--- src/rgwc_pkg.sv ---
// ----------------------------------------------------------------------------
// rgwc_pkg
// Shared constants and types for the RTT gradient window controller.
// ----------------------------------------------------------------------------
package rgwc_pkg;

  localparam int unsigned RttW = 24;
  localparam int unsigned RateW = 32;
  localparam int unsigned DivW = 48;
  localparam int unsigned DivCntW = 6;
  localparam int unsigned CfgIdxW = 3;

  localparam logic [RttW-1:0] RttMax = 24'hFFFFFF;
  localparam logic [RateW-1:0] RateOne = 32'h0001_0000;

  localparam logic [CfgIdxW-1:0] RegEwmaGain = 3'd0;
  localparam logic [CfgIdxW-1:0] RegDecGain = 3'd1;
  localparam logic [CfgIdxW-1:0] RegLowThr = 3'd2;
  localparam logic [CfgIdxW-1:0] RegHighThr = 3'd3;
  localparam logic [CfgIdxW-1:0] RegBaseRtt = 3'd4;
  localparam logic [CfgIdxW-1:0] RegIncStep = 3'd5;
  localparam logic [CfgIdxW-1:0] RegBoost = 3'd6;
  localparam logic [CfgIdxW-1:0] RegStartWin = 3'd7;

  localparam logic [1:0] ActLowInc = 2'd0;
  localparam logic [1:0] ActHighDec = 2'd1;
  localparam logic [1:0] ActGradInc = 2'd2;
  localparam logic [1:0] ActGradDec = 2'd3;

  localparam int unsigned DefEwmaGain = 8192;
  localparam int unsigned DefDecGain = 26214;
  localparam int unsigned DefLowThr = 50;
  localparam int unsigned DefHighThr = 150;
  localparam int unsigned DefBaseRtt = 20;
  localparam int unsigned DefIncStep = 256;
  localparam int unsigned DefBoost = 5;
  localparam int unsigned DefStartWin = 10;

  typedef struct packed {
    logic load;
    logic ewma_a;
    logic ewma_b;
    logic classify;
    logic div_start;
    logic div_step;
    logic scale_a;
    logic scale_b;
    logic finish;
  } cmd_t;

  typedef struct packed {
    logic div_done;
  } sts_t;

endpackage

--- src/rgwc_ctrl.sv ---
// ----------------------------------------------------------------------------
// rgwc_ctrl
// Sequencer for one item: load, EWMA, classify, divide, scale, deliver.
// ----------------------------------------------------------------------------
module rgwc_ctrl (
  input  logic           clk_i,
  input  logic           rst_ni,
  input  logic           in_valid_i,
  output logic           in_stall_o,
  output logic           out_valid_o,
  input  logic           out_stall_i,
  output rgwc_pkg::cmd_t cmd_o,
  input  rgwc_pkg::sts_t sts_i
);

  localparam logic [3:0] SIdle = 4'd0;
  localparam logic [3:0] SEwmaA = 4'd1;
  localparam logic [3:0] SEwmaB = 4'd2;
  localparam logic [3:0] SClass = 4'd3;
  localparam logic [3:0] SDivSt = 4'd4;
  localparam logic [3:0] SDiv = 4'd5;
  localparam logic [3:0] SScaleA = 4'd6;
  localparam logic [3:0] SScaleB = 4'd7;
  localparam logic [3:0] SFinish = 4'd8;
  localparam logic [3:0] SOut = 4'd9;

  logic [3:0] state_q, state_d;

  always_ff @(posedge clk_i or negedge rst_ni) begin
    if (!rst_ni) state_q <= SIdle;
    else state_q <= state_d;
  end

  assign in_stall_o = (state_q != SIdle);
  assign out_valid_o = (state_q == SOut);

  always_comb begin
    cmd_o = '0;
    state_d = state_q;
    unique case (state_q)
      SIdle: if (in_valid_i) begin
        cmd_o.load = 1'b1;
        state_d = SEwmaA;
      end
      SEwmaA: begin
        cmd_o.ewma_a = 1'b1;
        state_d = SEwmaB;
      end
      SEwmaB: begin
        cmd_o.ewma_b = 1'b1;
        state_d = SClass;
      end
      SClass: begin
        cmd_o.classify = 1'b1;
        state_d = SDivSt;
      end
      SDivSt: begin
        cmd_o.div_start = 1'b1;
        state_d = SDiv;
      end
      SDiv: begin
        cmd_o.div_step = 1'b1;
        if (sts_i.div_done) state_d = SScaleA;
      end
      SScaleA: begin
        cmd_o.scale_a = 1'b1;
        state_d = SScaleB;
      end
      SScaleB: begin
        cmd_o.scale_b = 1'b1;
        state_d = SFinish;
      end
      SFinish: begin
        cmd_o.finish = 1'b1;
        state_d = SOut;
      end
      SOut: if (!out_stall_i) state_d = SIdle;
      default: state_d = SIdle;
    endcase
  end

endmodule
--- config.mk ---
export PLATFORM = sky130hd
export DESIGN_NAME = rgwc_ctrl
export DESIGN_NICKNAME = d
export VERILOG_FILES = /design/src/rgwc_pkg.sv /design/src/rgwc_ctrl.sv
export SDC_FILE = /design/constraint.sdc
export NUM_CORES = 1
export LEC_CHECK = 0
export ABC_CLOCK_PERIOD_IN_PS = 1500
export BUFFER_PORTS_ARGS = -buffer_cell sky130_fd_sc_hd__buf_2
export CAP_MARGIN = 10
export CORE_AREA = 4 4 41 43
export CTS_CLUSTER_SIZE = 24
export DETAILED_ROUTE_END_ITERATION = 12
export DIE_AREA = 0 0 45 47
export SYNTH_ARGS = -nofsm -noshare
export SYNTH_HDL_FRONTEND = slang
export SYNTH_SLANG_ARGS = --single-unit
--- constraint.sdc ---
create_clock -name clk_i -period 1.5 [get_ports clk_i]
set_clock_uncertainty 0.1 [all_clocks]
set_input_delay 0.3 -clock clk_i [delete_from_list [all_inputs] [get_ports clk_i]]
set_output_delay 0.3 -clock clk_i [all_outputs]
set_load 0.005 [all_outputs]
### Word level (Yosys, flattened, before mapping)

Cells that the tools add are included.

* reductions and logical operators: 3
* equality and inequality tests: 12
* multiplexer cells: 14

Operators by type and width (count)
* $pmux W4 S10: 1
* $eq A4 B3 Y1 const B: 4
* $mux W4: 3
* $mux W1: 10
* $eq A4 B2 Y1 const B: 2
* $eq A4 B4 Y1 const B: 2
* $ne A2 B2 Y1 const B: 3
* $eq A4 B1 Y1 const B: 1
* $logic_not A4 Y1: 1
* $reduce_bool A4 Y1: 1
* $reduce_and A3 Y1: 1

* output and inout bits: 11
* bits of input ports: 5
* flip-flop bits (word level): 4

### Depth between registers and ports, before layout

* depth after elaboration: 3
* mapped depth: 4
* mapped depth without buffers: 3

### Worst setup path before layout

OpenSTA, ideal clock, no wires.

* path kind: register to output
* from: register state_q[1]
* to: output cmd_o[8] in the netlist's numbering
* stages on the path, launching flop included: 4
* data arrival time: 1.141 ns
* slack: -0.041 ns
* data required time: 1.100 ns
* cell sequence: dfrtp_1 buf_6 or4_4 nor2_1

RTL lines
* start, declared: RTL line rgwc_ctrl.sv:27 `logic [3:0] state_q, state_d;`
* start signal, assigned: RTL line rgwc_ctrl.sv:30 `if (!rst_ni) state_q <= SIdle;`
* start signal, assigned: RTL line rgwc_ctrl.sv:31 `else state_q <= state_d;`
* end, declared: RTL line rgwc_ctrl.sv:12 `output rgwc_pkg::cmd_t cmd_o,`

==> results_dict.tcl <==
set metrics [dict create \
    worstMarginPinSlew_ps 223.3 \
    total_power_uw 1201 \
    place.gp.congestion 0.7527 \
    syn_nets 44 \
    initial_core_util_pct 24.23 \
    grt.overflow.total 0 \
    largestRegisters "state_q (4)" \
    wl_per_cell_um 11.53 \
    clockBufferDepth 2 \
    port_buffers 15 \
    area_growth_pct 74.21 \
    drc 0 \
    grt_max_degree 10 \
    final_common_cell "buf_2" \
    endpoint_kind "output port" \
    netlist_instances 39 \
    leakage_uw 0.0002695 \
    ys_seq_area_share_pct 31.75 \
    viasPerCell 4.831 \
    clock_latency_ps 230 \
    hold-worst-slack_ps 238.4 \
    die_area_mm2 0.002115 \
    grt_util_all_layers_pct 10.54 \
    outcome "complete, but fails checks" \
    r2r-end "state_q[0]" \
    min-delay-start "in_valid_i" \
    largest_reg_flops 4 \
    final_cells 77 \
    diodes 0 \
    tns_ps -1237 \
    fp.dieH_um 47 \
    vdd_drop_max_mv 0.8549 \
    fill_cells 145 \
    cts_buffers 3 \
    path_cells "or4_4 > nor2_4 > buf_2" \
    violations "setup timing" \
    worst-r2r-cell-count 4 \
    crit_fanout 3 \
    drv_slew 0 \
    fin_ws_ps -255.1 \
    wl_um 888 \
    clock-root-buffer "clkbuf_4" \
    rr_startpoint "state_q[0]" \
    synth.distinct_cells 21 \
    ant_nets 0 \
    max_freq_mhz 569.8 \
    maxCapViolCount 0 \
    worstSetupPathType "flop to output port" \
    critPathLaunchType "flop" \
    grt_pass1_wl_um 1628 \
    rsz0062_at_grt "yes" \
    cp.required_ps 1100 \
    place_area_um2 430.4 \
    syn_area_um2 315.3 \
    arrival_ps 1360 \
    grt_pass1_vias 415 \
    setup_viol 11 \
    layout.nets 69 \
    hold_depth 2 \
    hold_end "state_q[0]" \
    row_count 13 \
    dr.pass1.iters 2 \
    syn_area_per_cell_um2 8.085 \
    htree_levels 1 \
    r2r_slack_ps 60 \
    relSlewSlack_pct 85.07 \
    coreArea_mm2 0.001301 \
    grt_antenna_before_repair 0 \
    power_density_mw_per_mm2 2187 \
    top_register "state_q" \
    fin_crit_sh_pct 117.0 \
    via_count 372 \
    cts_sinks 4 \
    hold_violations 0 \
    pin_count 16 \
    drive_gt1_share_pct 64.52 \
    critPathMaxStageDelay_ps 560 \
    place_inst 70 \
    hpwl_um 605.2 \
    tritoncts "built" \
    hp-class "primary input to flop" \
    clkTransAtPathRegs_ps 40 \
    die_w_um 45 \
    yosysWarningCount 0 \
    critPathSlowestCell "or4_4" \
    period_minus_slack_ps 1755 \
    drt_iter0_drc 1 \
    ys_ff_latch 4 \
    finalInstanceArea_um2 549.3 \
    mostFrequentLayoutCells "15 x buf_2, 7 x buf_4, 4 x dfrtp_1" \
]
[cell families (layout without fill, tap and decap cells)]
group                  count (synthesis)  count (layout)  synth area share [%]
AND/OR/NAND/NOR                       21              21                 35.72
AO/OA/AOI/OAI                          7               7                 17.46
buffers and inverters                  6              29                 12.30
flip-flops                             4               4                 31.75
XOR/XNOR                               1               1                 2.778
[stage by stage]
stage	util [%]	worst slack, ps
after detailed placement	33.08	-15.60
after global routing	42.21	-315.2
final	42.21	-255.1
after floorplan	-	-28.00
after global placement	33.08	17.71
after CTS	39.81	-255.2
[report_power, final]
part	total, uW	switching (uW)	internal, uW
Combinational	871	431	440
Clock	130	40.7	89.3
Sequential	200	36.3	164
Total	1200	508	693
[how the worst max path moves through the flow]
| stage | from | end | slack (ps) | depth (start not counted) |
|---|---|---|---|---|
| 2_1_floorplan | state_q[1] | cmd_o[8] | -30 | 3 |
| 4_1_cts | state_q[0] | cmd_o[8] | -260 | 3 |
| 6_report | state_q[0] | cmd_o[8] | -260 | 3 |
| 5_1_grt | state_q[0] | cmd_o[8] | -320 | 3 |
| 3_3_place_gp | state_q[1] | cmd_o[8] | 20 | 3 |
| 3_5_place_dp | state_q[1] | cmd_o[8] | -20 | 3 |
[worst max-delay path: cells and delay by family (launching register included)]
family | cells | cell delay [ps]
simple gates | 2 | 640
flops | 1 | 370
buf+inv | 1 | 110
[timing repair]
item | CTS | global route
setup buffers | 3 | 0
resized for setup | 6 | 8
gates cloned | 0 | 0
endpoints found under the hold margin | 4 | 0
pin swaps | 3 | 2
hold buffers | 1 | 0
setup endpoints to repair | 11 | 12
[Yosys cell counts (all sizes together)]
master  number  area share (%)
a211oi       1             4.0
a21o         1             2.4
a21oi        2             3.2
buf          3             8.7
clkbuf       1             1.2
dfrtp        4              32
inv          2             2.4
nand2        2             2.4
nand2b       3             6.0
nand3b       1             2.4
nor2         6             7.1
nor2b        1             2.0
nor3         5             7.9
o21a         1             2.4
o22a         1             2.8
o32ai        1             2.8
or2b         1             2.4
or3          1             2.0
or4          1             3.6
xor2         1             2.8
[layout make-up]
| class | instances | area (um^2) | share of cell area (%) |
|---|---|---|---|
| multi-input combinational | 29 | 242.7 | 44.19 |
| tap | 15 | 18.77 | 3.417 |
| inverter | 2 | 7.507 | 1.367 |
| timing repair buffer | 24 | 157.7 | 28.70 |
| clock buffer | 3 | 22.52 | 4.100 |
| sequential | 4 | 100.1 | 18.22 |
[routing by layer]
layer | track usage [%] | vias up | share of wire (%)
met5 | 0 | - | 0
met4 | 7.018 | 0 | 1.5
met3 | 1.149 | 2 | 5.1
met2 | 17.23 | 14 | 50
met1 | 13.07 | 176 | 43
li1 | - | 180 | -
No activity file was read; power rests on OpenSTA's default activity.
